[src/hw/rtl/bmp_pkg.sv]
`default_nettype none

package bmp_pkg;

  localparam int MAX_DIM   = 4096;
  localparam int DIM_W     = $clog2(MAX_DIM + 1);
  localparam int STRIDE_W  = DIM_W + 3;
  localparam int TOT_W     = STRIDE_W + DIM_W;
  localparam int CMP_W     = (TOT_W > 32) ? TOT_W : 32;

  localparam int COL_OUT_W = 12;
  localparam int SZ_OUT_W  = 13;

  localparam logic [31:0] HDR_BYTES = 32'd54;
  localparam logic [31:0] HDR_LAST  = 32'd53;
  localparam logic [31:0] MIN_DIB   = 32'd40;
  localparam logic [7:0]  SIG_B     = 8'h42;
  localparam logic [7:0]  SIG_M     = 8'h4D;
  localparam logic [15:0] BPP_24    = 16'd24;
  localparam logic [15:0] BPP_32    = 16'd32;

  localparam logic [5:0] OFS_PIX = 6'd10;
  localparam logic [5:0] OFS_DIB = 6'd14;
  localparam logic [5:0] OFS_WID = 6'd18;
  localparam logic [5:0] OFS_HGT = 6'd22;
  localparam logic [5:0] OFS_PLN = 6'd26;
  localparam logic [5:0] OFS_CMP = 6'd30;

  typedef enum logic [1:0] {
    KIND_ACCEPT = 2'd0,
    KIND_PIXEL  = 2'd1,
    KIND_REJECT = 2'd2
  } kind_t;

  typedef enum logic [2:0] {
    RSN_NONE    = 3'd0,
    RSN_SHORT   = 3'd1,
    RSN_SIG     = 3'd2,
    RSN_HDR     = 3'd3,
    RSN_FMT     = 3'd4,
    RSN_OVERRUN = 3'd5,
    RSN_BIG     = 3'd6
  } reason_t;

  typedef enum logic [1:0] {
    ST_HDR  = 2'd0,
    ST_BODY = 2'd1,
    ST_DONE = 2'd2
  } state_t;

  typedef struct packed {
    logic    fire;
    logic    restart;
    logic    hdr_store;
    logic    start_body;
    logic    body_step;
    logic    emit;
    kind_t   kind;
    reason_t reason;
  } dp_cmd_t;

  typedef struct packed {
    logic    idx_zero;
    logic    idx_last;
    logic    short_file;
    reason_t reason;
    logic    body_live;
    logic    pixel_byte;
    logic    img_end;
  } dp_status_t;

  typedef struct packed {
    kind_t                 kind;
    reason_t               reason;
    logic [COL_OUT_W-1:0]  column;
    logic [COL_OUT_W-1:0]  row;
    logic [7:0]            red;
    logic [7:0]            green;
    logic [7:0]            blue;
    logic [SZ_OUT_W-1:0]   image_width;
    logic [SZ_OUT_W-1:0]   image_height;
  } result_t;

endpackage

`default_nettype wire

[src/hw/rtl/bmp_pixel_stream_decoder.sv]
// Channel   Direction  tdata                                  tuser
// in_       slave      data_byte                              first_byte
// out_      master     reason .. image_height (80 bits)       kind
// cfg_      write      file_length                            -
//
// One byte is taken per clock while in_tready is high, and finishes in that cycle.
// A result appears in the output register the cycle after its byte.
// in_tready drops only while a result waits and out_tready is low.
// The overrun check uses a stride and size product registered after the bit-depth
// bytes via plane_depth_r, stride_r and total_r, well before the last header byte.
// rst_n is synchronous; after it the parse starts at byte zero.
`default_nettype none

module bmp_pixel_stream_decoder import bmp_pkg::*; (
  input  logic        clk,
  input  logic        rst_n,
  input  logic        in_tvalid,
  output logic        in_tready,
  input  logic [7:0]  in_tdata,   // [7:0] data_byte
  input  logic [0:0]  in_tuser,   // [0] first_byte
  output logic        out_tvalid,
  input  logic        out_tready,
  // [2:0] reason, [14:3] column, [26:15] row, [34:27] red, [42:35] green,
  // [50:43] blue, [63:51] image_width, [76:64] image_height, [79:77] zero
  output logic [79:0] out_tdata,
  output logic [1:0]  out_tuser,  // [1:0] kind
  input  logic        cfg_wr_en,
  input  logic [31:0] cfg_wr_data
);

  logic       in_fire;
  dp_cmd_t    cmd;
  dp_status_t status;
  result_t    result;
  logic       out_valid_r;
  result_t    out_res_r;

  assign in_tready = !out_valid_r || out_tready;
  assign in_fire   = in_tvalid && in_tready;

  bmp_ctrl u_ctrl (
    .clk      (clk),
    .rst_n    (rst_n),
    .in_fire  (in_fire),
    .in_first (in_tuser[0]),
    .status   (status),
    .cmd      (cmd)
  );

  bmp_dp u_dp (
    .clk         (clk),
    .rst_n       (rst_n),
    .cmd         (cmd),
    .data_byte   (in_tdata),
    .cfg_wr_en   (cfg_wr_en),
    .cfg_wr_data (cfg_wr_data),
    .status      (status),
    .result      (result)
  );

  always_ff @(posedge clk) begin
    if (!rst_n) begin
      out_valid_r <= 1'b0;
    end else if (cmd.emit) begin
      out_valid_r <= 1'b1;
    end else if (out_tready) begin
      out_valid_r <= 1'b0;
    end
  end

  always_ff @(posedge clk) begin
    if (cmd.emit) begin
      out_res_r <= result;
    end
  end

  assign out_tvalid = out_valid_r;
  assign out_tuser  = out_res_r.kind;
  assign out_tdata  = {3'b000, out_res_r.image_height, out_res_r.image_width,
                       out_res_r.blue, out_res_r.green, out_res_r.red,
                       out_res_r.row, out_res_r.column, out_res_r.reason};

endmodule

`default_nettype wire

[src/hw/rtl/bmp_ctrl.sv]
`default_nettype none

module bmp_ctrl import bmp_pkg::*; (
  input  logic       clk,
  input  logic       rst_n,
  input  logic       in_fire,
  input  logic       in_first,
  input  dp_status_t status,
  output dp_cmd_t    cmd
);

  state_t state_r;
  state_t state_nxt;
  state_t phase;
  logic   at_zero;
  logic   at_last;

  assign phase   = in_first ? ST_HDR : state_r;
  assign at_zero = in_first | status.idx_zero;
  assign at_last = !in_first & status.idx_last;

  always_comb begin
    state_nxt = state_r;
    if (in_fire) begin
      unique case (phase)
        ST_HDR: begin
          state_nxt = ST_HDR;
          if (at_zero && status.short_file) begin
            state_nxt = ST_DONE;
          end else if (at_last) begin
            state_nxt = (status.reason != RSN_NONE) ? ST_DONE : ST_BODY;
          end
        end
        ST_BODY: begin
          if (status.body_live && status.img_end) begin
            state_nxt = ST_DONE;
          end
        end
        default: begin
          state_nxt = state_r;
        end
      endcase
    end
  end

  always_comb begin
    cmd         = '0;
    cmd.fire    = in_fire;
    cmd.restart = in_fire & in_first;
    cmd.kind    = KIND_ACCEPT;
    cmd.reason  = RSN_NONE;
    if (in_fire) begin
      unique case (phase)
        ST_HDR: begin
          if (at_zero && status.short_file) begin
            cmd.emit   = 1'b1;
            cmd.kind   = KIND_REJECT;
            cmd.reason = RSN_SHORT;
          end else begin
            cmd.hdr_store = 1'b1;
            if (at_last) begin
              cmd.emit = 1'b1;
              if (status.reason != RSN_NONE) begin
                cmd.kind   = KIND_REJECT;
                cmd.reason = status.reason;
              end else begin
                cmd.kind       = KIND_ACCEPT;
                cmd.start_body = 1'b1;
              end
            end
          end
        end
        ST_BODY: begin
          if (status.body_live) begin
            cmd.body_step = 1'b1;
            if (status.pixel_byte) begin
              cmd.emit = 1'b1;
              cmd.kind = KIND_PIXEL;
            end
          end
        end
        default: begin
          cmd.emit = 1'b0;
        end
      endcase
    end
  end

  always_ff @(posedge clk) begin
    if (!rst_n) begin
      state_r <= ST_HDR;
    end else begin
      state_r <= state_nxt;
    end
  end

endmodule

`default_nettype wire

[src/hw/rtl/bmp_dp.sv]
`default_nettype none

module bmp_dp import bmp_pkg::*; (
  input  logic        clk,
  input  logic        rst_n,
  input  dp_cmd_t     cmd,
  input  logic [7:0]  data_byte,
  input  logic        cfg_wr_en,
  input  logic [31:0] cfg_wr_data,
  output dp_status_t  status,
  output result_t     result
);

  function automatic logic [31:0] put_lane(input logic [31:0] word, input logic [5:0] idx,
                                           input logic [5:0] base, input logic [7:0] b);
    logic [5:0]  rel;
    logic [31:0] res;
    rel = idx - base;
    res = word;
    if (idx >= base && idx < base + 6'd4) begin
      res[{rel[1:0], 3'b000} +: 8] = b;
    end
    return res;
  endfunction

  logic [31:0] file_len_r;
  logic [31:0] byte_idx_r,    byte_idx_nxt;
  logic [31:0] pix_start_r,   pix_start_nxt;
  logic [31:0] dib_len_r,     dib_len_nxt;
  logic [31:0] width_word_r,  width_word_nxt;
  logic [31:0] height_word_r, height_word_nxt;
  logic [31:0] plane_depth_r, plane_depth_nxt;
  logic [31:0] compr_r,       compr_nxt;
  logic [15:0] hold_r,        hold_nxt;
  logic [DIM_W-1:0] col_r,    col_nxt;
  logic [DIM_W-1:0] srow_r,   srow_nxt;
  logic [1:0]  bip_r,         bip_nxt;
  logic [1:0]  pad_r,         pad_nxt;

  logic [31:0]         abs_h_r;
  logic                sig_bad_r;
  logic                hdr_bad_r;
  logic                fmt_bad_r;
  logic                big_r;
  logic [STRIDE_W-1:0] stride_r;
  logic [TOT_W-1:0]    total_r;

  logic [31:0]         idx_eff;
  logic [5:0]          hdr_idx;
  logic                hdr_in;
  logic                bpb32;
  logic [DIM_W-1:0]    h_dim;
  logic [DIM_W-1:0]    w_dim;
  logic [DIM_W:0]      col_inc;
  logic [DIM_W:0]      srow_inc;
  logic                col_wrap;
  logic                last_byte;
  logic [1:0]          row_pad;
  logic [DIM_W-1:0]    row_val;
  logic [DIM_W+1:0]    w_mul;
  logic [STRIDE_W-1:0] stride_raw;
  logic [TOT_W-1:0]    prod;
  logic [CMP_W-1:0]    room;
  logic                overrun;

  assign idx_eff   = cmd.restart ? '0 : byte_idx_r;
  assign hdr_idx   = idx_eff[5:0];
  assign hdr_in    = (idx_eff[31:6] == '0);
  assign bpb32     = (plane_depth_r[31:16] == BPP_32);
  assign h_dim     = abs_h_r[DIM_W-1:0];
  assign w_dim     = width_word_r[DIM_W-1:0];
  assign col_inc   = {1'b0, col_r} + 1'b1;
  assign srow_inc  = {1'b0, srow_r} + 1'b1;
  assign col_wrap  = (col_inc >= {1'b0, w_dim});
  assign last_byte = bpb32 ? (bip_r == 2'd3) : (bip_r == 2'd2);
  assign row_pad   = bpb32 ? 2'd0 : width_word_r[1:0];
  assign row_val   = height_word_r[31] ? srow_r : (h_dim - DIM_W'(1) - srow_r);

  assign w_mul      = bpb32 ? {w_dim, 2'b00} : ({2'b00, w_dim} + {1'b0, w_dim, 1'b0});
  assign stride_raw = {1'b0, w_mul} + STRIDE_W'(3);
  assign prod       = stride_r * h_dim;
  assign room       = CMP_W'(file_len_r - pix_start_r);
  assign overrun    = (CMP_W'(total_r) > room);

  always_comb begin
    status            = '0;
    status.idx_zero   = (byte_idx_r == '0);
    status.idx_last   = (byte_idx_r == HDR_LAST);
    status.short_file = (file_len_r < HDR_BYTES);
    status.body_live  = (byte_idx_r >= pix_start_r);
    status.pixel_byte = (pad_r == 2'd0) && (bip_r == 2'd2);
    if (pad_r != 2'd0) begin
      status.img_end = (pad_r == 2'd1) && ({1'b0, srow_r} >= {1'b0, h_dim});
    end else begin
      status.img_end = last_byte && col_wrap && (row_pad == 2'd0) &&
                       (srow_inc >= {1'b0, h_dim});
    end
    priority if (file_len_r < HDR_BYTES) begin
      status.reason = RSN_SHORT;
    end else if (sig_bad_r) begin
      status.reason = RSN_SIG;
    end else if (hdr_bad_r || pix_start_r >= file_len_r) begin
      status.reason = RSN_HDR;
    end else if (fmt_bad_r) begin
      status.reason = RSN_FMT;
    end else if (big_r) begin
      status.reason = RSN_BIG;
    end else if (overrun) begin
      status.reason = RSN_OVERRUN;
    end else begin
      status.reason = RSN_NONE;
    end
  end

  always_comb begin
    result        = '0;
    result.kind   = cmd.kind;
    result.reason = cmd.reason;
    unique case (cmd.kind)
      KIND_PIXEL: begin
        result.column = COL_OUT_W'(col_r);
        result.row    = COL_OUT_W'(row_val);
        result.red    = data_byte;
        result.green  = hold_r[15:8];
        result.blue   = hold_r[7:0];
      end
      KIND_ACCEPT: begin
        result.image_width  = SZ_OUT_W'(width_word_r);
        result.image_height = SZ_OUT_W'(abs_h_r);
      end
      default: begin
        result.column = '0;
      end
    endcase
  end

  always_comb begin
    byte_idx_nxt    = byte_idx_r;
    pix_start_nxt   = pix_start_r;
    dib_len_nxt     = dib_len_r;
    width_word_nxt  = width_word_r;
    height_word_nxt = height_word_r;
    plane_depth_nxt = plane_depth_r;
    compr_nxt       = compr_r;
    hold_nxt        = hold_r;
    col_nxt         = col_r;
    srow_nxt        = srow_r;
    bip_nxt         = bip_r;
    pad_nxt         = pad_r;

    if (cmd.fire) begin
      byte_idx_nxt = (&idx_eff) ? idx_eff : idx_eff + 32'd1;
    end

    if (cmd.restart) begin
      pix_start_nxt   = '0;
      dib_len_nxt     = '0;
      width_word_nxt  = '0;
      height_word_nxt = '0;
      plane_depth_nxt = '0;
      compr_nxt       = '0;
      hold_nxt        = '0;
      col_nxt         = '0;
      srow_nxt        = '0;
      bip_nxt         = '0;
      pad_nxt         = '0;
    end

    if (cmd.hdr_store && hdr_in) begin
      if (hdr_idx == 6'd0) begin
        hold_nxt[7:0] = data_byte;
      end else if (hdr_idx == 6'd1) begin
        hold_nxt[15:8] = data_byte;
      end
      pix_start_nxt   = put_lane(pix_start_nxt,   hdr_idx, OFS_PIX, data_byte);
      dib_len_nxt     = put_lane(dib_len_nxt,     hdr_idx, OFS_DIB, data_byte);
      width_word_nxt  = put_lane(width_word_nxt,  hdr_idx, OFS_WID, data_byte);
      height_word_nxt = put_lane(height_word_nxt, hdr_idx, OFS_HGT, data_byte);
      plane_depth_nxt = put_lane(plane_depth_nxt, hdr_idx, OFS_PLN, data_byte);
      compr_nxt       = put_lane(compr_nxt,       hdr_idx, OFS_CMP, data_byte);
    end

    if (cmd.start_body) begin
      col_nxt  = '0;
      srow_nxt = '0;
      bip_nxt  = '0;
      hold_nxt = '0;
      pad_nxt  = '0;
    end

    if (cmd.body_step) begin
      if (pad_r != 2'd0) begin
        pad_nxt = pad_r - 2'd1;
      end else begin
        unique case (bip_r)
          2'd0:    hold_nxt[7:0]  = data_byte;
          2'd1:    hold_nxt[15:8] = data_byte;
          default: hold_nxt       = hold_r;
        endcase
        if (last_byte) begin
          bip_nxt = '0;
          if (col_wrap) begin
            col_nxt  = '0;
            srow_nxt = srow_inc[DIM_W-1:0];
            pad_nxt  = row_pad;
          end else begin
            col_nxt = col_inc[DIM_W-1:0];
          end
        end else begin
          bip_nxt = bip_r + 2'd1;
        end
      end
    end
  end

  always_ff @(posedge clk) begin
    if (!rst_n) begin
      file_len_r    <= '0;
      byte_idx_r    <= '0;
      pix_start_r   <= '0;
      dib_len_r     <= '0;
      width_word_r  <= '0;
      height_word_r <= '0;
      plane_depth_r <= '0;
      compr_r       <= '0;
      hold_r        <= '0;
      col_r         <= '0;
      srow_r        <= '0;
      bip_r         <= '0;
      pad_r         <= '0;
    end else begin
      if (cfg_wr_en) begin
        file_len_r <= cfg_wr_data;
      end
      byte_idx_r    <= byte_idx_nxt;
      pix_start_r   <= pix_start_nxt;
      dib_len_r     <= dib_len_nxt;
      width_word_r  <= width_word_nxt;
      height_word_r <= height_word_nxt;
      plane_depth_r <= plane_depth_nxt;
      compr_r       <= compr_nxt;
      hold_r        <= hold_nxt;
      col_r         <= col_nxt;
      srow_r        <= srow_nxt;
      bip_r         <= bip_nxt;
      pad_r         <= pad_nxt;
    end
  end

  // Header check terms, refreshed every cycle from the stored fields
  always_ff @(posedge clk) begin
    abs_h_r   <= height_word_r[31] ? (32'd0 - height_word_r) : height_word_r;
    sig_bad_r <= (hold_r[7:0] != SIG_B) || (hold_r[15:8] != SIG_M);
    hdr_bad_r <= (dib_len_r < MIN_DIB) || (pix_start_r < HDR_BYTES);
    fmt_bad_r <= width_word_r[31] || (width_word_r == '0) || (height_word_r == '0) ||
                 (plane_depth_r[15:0] != 16'd1) ||
                 ((plane_depth_r[31:16] != BPP_24) && (plane_depth_r[31:16] != BPP_32)) ||
                 (compr_r != '0);
    big_r     <= (width_word_r > 32'(MAX_DIM)) || (abs_h_r > 32'(MAX_DIM));
    stride_r  <= {stride_raw[STRIDE_W-1:2], 2'b00};
    total_r   <= prod;
  end

endmodule

`default_nettype wire

[config.mk]
export PLATFORM = sky130hd
export DESIGN_NAME = bmp_pixel_stream_decoder
export DESIGN_NICKNAME = d
export VERILOG_FILES = /design/src/hw/rtl/bmp_pkg.sv /design/src/hw/rtl/bmp_pixel_stream_decoder.sv /design/src/hw/rtl/bmp_ctrl.sv /design/src/hw/rtl/bmp_dp.sv
export SDC_FILE = /design/constraint.sdc
export NUM_CORES = 2
export LEC_CHECK = 0
export BUFFER_PORTS_ARGS = -buffer_cell sky130_fd_sc_hd__buf_2
export CORE_MARGIN = 1.5
export CORE_UTILIZATION = 43
export CTS_CLUSTER_SIZE = 28
export DETAILED_ROUTE_END_ITERATION = 12
export GPL_ROUTABILITY_DRIVEN = 0
export GPL_TIMING_DRIVEN = 0
export PLACE_DENSITY_LB_ADDON = 0.2
export REMOVE_ABC_BUFFERS = 1
export SLEW_MARGIN = 20
export SYNTH_ARGS = -nofsm -noshare
export SYNTH_HDL_FRONTEND = slang
export SYNTH_SLANG_ARGS = --single-unit
[constraint.sdc]
create_clock -name clk -period 10.2 [get_ports clk]
set_input_delay 0.51 -clock clk [delete_from_list [all_inputs] [get_ports clk]]
set_output_delay 0.51 -clock clk [all_outputs]
set_load 0.05 [all_outputs]
==> PnR_summary.wiki <==
{| class="wikitable"
! Metric !! Value
|-
| Path category of the worst min-delay check || in -> reg
|-
| Die area || 68100 um^2
|-
| Total detailed-routing wirelength || 79.8 mm
|-
| Highest fanout seen on the critical path || 17
|-
| Via density per instance || 5.80
|-
| Fin nets || 3631
|-
| Hold buffers post-CTS || 0
|-
| Number of endpoints failing setup at the final stage || 0
|-
| TNS Setup || 0 ns
|-
| Fillers || 6209
|-
| CTS H-tree lvls || 2
|-
| TritonCTS clock tree || done
|-
| Type of destination of the critical path || flip-flop
|-
| Root cell of the clock tree || clkbuf_16
|-
| Unrepaired setup endpoints after global routing || false
|-
| Number of nets with antenna violations after routing || 0
|-
| Initial antenna violation count || 0
|-
| Result of the run || finished clean
|-
| CP arrival || 6.98 ns
|-
| Type of origin of the critical path || flip-flop
|-
| Async set or reset register ratio after synthesis || 0%
|-
| Number of instances in the synthesized netlist || 3176
|-
| Chip Width || 261 um
|-
| Number of design rule violations left after detail routing || 0
|-
| I/O pin total || 130
|-
| Count of final max-slew check failures || 0
|-
| Share of the yosys chip area belonging to registers || 34.8%
|-
| Number of setup buffers added after CTS || 0
|-
| Number of hold violations in the final report || 0
|-
| Critical Path Max Stage Delay || 0.92 ns
|-
| Worst IR Drop VDD || 0.000122 V
|-
| Worst Path Required || 10.70 ns
|-
| Post-cts sizing count || 0
|-
| Post-synth EDFFs || 79
|-
| Critical Path Slowest Stage Cell || nand3_1
|-
| Maximum buffer depth of the clock tree || 3
|-
| Register bit total from synthesis || 458
|-
| Count of distinct cell types in the synthesized netlist || 80
|-
| DRT Pass-1 Iters || 6
|-
| Max-slew headroom at the worst pin || 32.6%
|-
| Post-layout min period || 6.48 ns
|-
| Top flip-flop cell by instance count after synthesis || dfxtp_1
|-
| Via count of the first global-routing pass || 23722
|-
| DRT iter0 DRCs || 1763
|-
| Initial Util || 43.5%
|-
| Global-route wire length before repair || 127 mm
|-
| Most instantiated cells after synthesis || dfxtp_1 (379), nor2_1 (326), nand2_1 (305)
|-
| Area share of the leading cell type in the synthesized netlist || 26.5%
|-
| Synthesized area per cell || 9.01 um^2
|-
| Total clock buffers created by CTS || 50
|-
| Leakage Power || 13.7 nW
|-
| Wire length per cell after detailed routing || 19.4 um
|-
| Number of antenna repair diodes || 0
|-
| Cell type with the largest total area after synthesis || dfxtp_1
|-
| Clock-pin slew reported for the worst setup and hold paths after clock tree synthesis || 0.06 ns
|-
| Via Count || 23813
|-
| Yosys warnings || 0
|-
| Synthesis-to-finish area growth || 11.3%
|-
| MaxCap Viol Count || 0
|-
| Fin crit share || 63.6%
|-
| Num rows || 94
|-
| Critical path start-end classification || reg -> reg
|-
| Most area-consuming cells after synthesis || dfxtp_1 (27%), ha_1 (11%), fa_1 (9.4%), edfxtp_1 (8.3%), a32oi_1 (4.5%)
|-
| Power density over the cells || 127 nW/um^2
|-
| Clock Sink Count || 458
|-
| Clock Latency Late Sink || 0.62 ns
|-
| List of cells traversed by the critical path || inv_1, ha_1, a21oi_1, o21ai_0, nor3_1, o21a_1, o21ai_0, a21oi_1, nor2b_1, nor2_1, xor2_1, ha_1, a21o_1, a21oi_1, o21ai_0, a2111oi_0, nor2_1, o2111ai_1, nand3_1, and2_1, mux2_2
|-
| Worst-margin pin slew || 1.01 ns
|-
| Half-perimeter wire length after placement || 57.5 mm
|-
| Mapped Area || 28600 um^2
|-
| Number of I/O port buffers || 126
|-
| Gr usage total || 23.2%
|-
| Layout cells sized above 1 || 8.51%
|-
| Area of the core || 65900 um^2
|-
| Congestion Overflow GR || 0
|-
| Final Util || 48.3%
|-
| Die H || 261 um
|-
| Max Fclk || 154 MHz
|-
| Worst clock skew || 0.0358 ns
|-
| Pin count of the biggest net entering global routing || 93
|-
| Top-count cell post-synth || dfxtp_1
|}
cell type report:
cell class	count	area, um^2	area share (%)
clock buffer	70	1410	4.42
clock inverter	21	329	1.03
inverter	239	907	2.85
multi-input combinational	2309	17200	54.0
sequential	458	9960	31.3
tap	864	1080	3.40
timing repair buffer	148	966	3.03
power breakdown:
part / switching [mW] / internal [mW]
logic: 0.198 / 0.0979
clock network: 0.776 / 1.12
registers: 0.0131 / 1.85
total: 0.987 / 3.07
worst max-delay path, delay by kind of cell, from the launching register on:
kind | cells | cell delay, ns
compound gates | 10 | 2.50
fa+ha+maj | 2 | 0.68
mux | 1 | 0.34
xor+xnor | 1 | 0.27
simple gates | 6 | 2.04
buf+inv | 1 | 0.14
flops | 1 | 0.37
metal layers:
metal | up-vias | track usage (%) | routed length [um]
met2 | 674 | 39.3 | 38000
li1 | 11235 | - | -
met4 | 0 | 8.00 | 2610
met3 | 136 | 3.13 | 4230
met1 | 11768 | 30.3 | 34900
met5 | - | 0 | 0
sequential cells by signal (all words and copies together) (netlist names), 2 cells and up:
| name | count |
|---|---|
| out_tdata | 77 |
| u_dp.abs_h_r | 32 |
| u_dp.byte_idx_r | 32 |
| u_dp.compr_r | 32 |
| u_dp.file_len_r | 32 |
| u_dp.height_word_r | 32 |
| u_dp.pix_start_r | 32 |
| u_dp.plane_depth_r | 32 |
| u_dp.width_word_r | 32 |
| u_dp.dib_len_r | 29 |
| u_dp.total_r | 27 |
| u_dp.hold_r | 16 |
| u_dp.stride_r | 14 |
| u_dp.col_r | 13 |
| u_dp.srow_r | 13 |
| out_tuser | 2 |
| u_ctrl.state_r | 2 |
| u_dp.bip_r | 2 |
| u_dp.pad_r | 2 |
per-stage QoR:
stage	setup slack (ns)	cells	cell area, um^2	hold slack (ns)	power (mW)
floorplan	4.02	3006	28000	0.376	2.08
global placement	1.73	3996	29700	0.417	2.17
detailed placement	3.84	4018	30100	0.418	2.19
CTS	3.77	4109	31800	0.131	4.09
global route	3.31	4109	31800	0.146	4.20
finish	3.72	4109	31800	0.161	4.06
layout by cell type, fill, tap and decap left out, types with 32 or more instances in the layout:
master | synthesis | layout
nand4_1 | 34 | 34
nand2_1 | 305 | 304
nor3_1 | 60 | 60
a31oi_1 | 33 | 32
inv_1 | 236 | 235
clkbuf_16 | 0 | 50
mux2i_1 | 44 | 44
and3_1 | 71 | 71
nand3_1 | 106 | 106
a21oi_1 | 168 | 168
xor2_1 | 54 | 54
nor2_1 | 326 | 320
edfxtp_1 | 79 | 79
a32oi_1 | 148 | 148
and2_1 | 74 | 74
o21ai_0 | 75 | 75
fa_1 | 134 | 134
ha_1 | 245 | 244
dfxtp_1 | 379 | 378
nor4_1 | 56 | 55
a21o_1 | 44 | 44
buf_2 | 9 | 128
xnor2_1 | 89 | 89
worst paths after layout:
check | start | end | slack, ns | cells after the start
setup / recovery | u_dp.pix_start_r[9] | u_dp.col_r[0] | 3.72 | 21
setup reg to reg | u_dp.pix_start_r[9] | u_dp.col_r[0] | 3.72 | 21
hold / removal | cfg_wr_data[9] | u_dp.file_len_r[9] | 0.16 | 3
hold reg to reg | u_dp.height_word_r[0] | u_dp.abs_h_r[0] | 0.43 | 0
cell families after synthesis:
kind of cell / count (synthesis) / share of synthesized area, %
AOI/OAI and AO/OA: 607 / 14.7
xor gates and xnor gates: 143 / 4.38
adders and majority gates: 379 / 20.1
buffers and inverters: 411 / 5.47
DFF: 458 / 34.8
muxes: 46 / 1.62
other: 1 / 0.0131
and+or+nand+nor: 1131 / 19.0
Note: power is estimated with default switching activity, not from simulation.
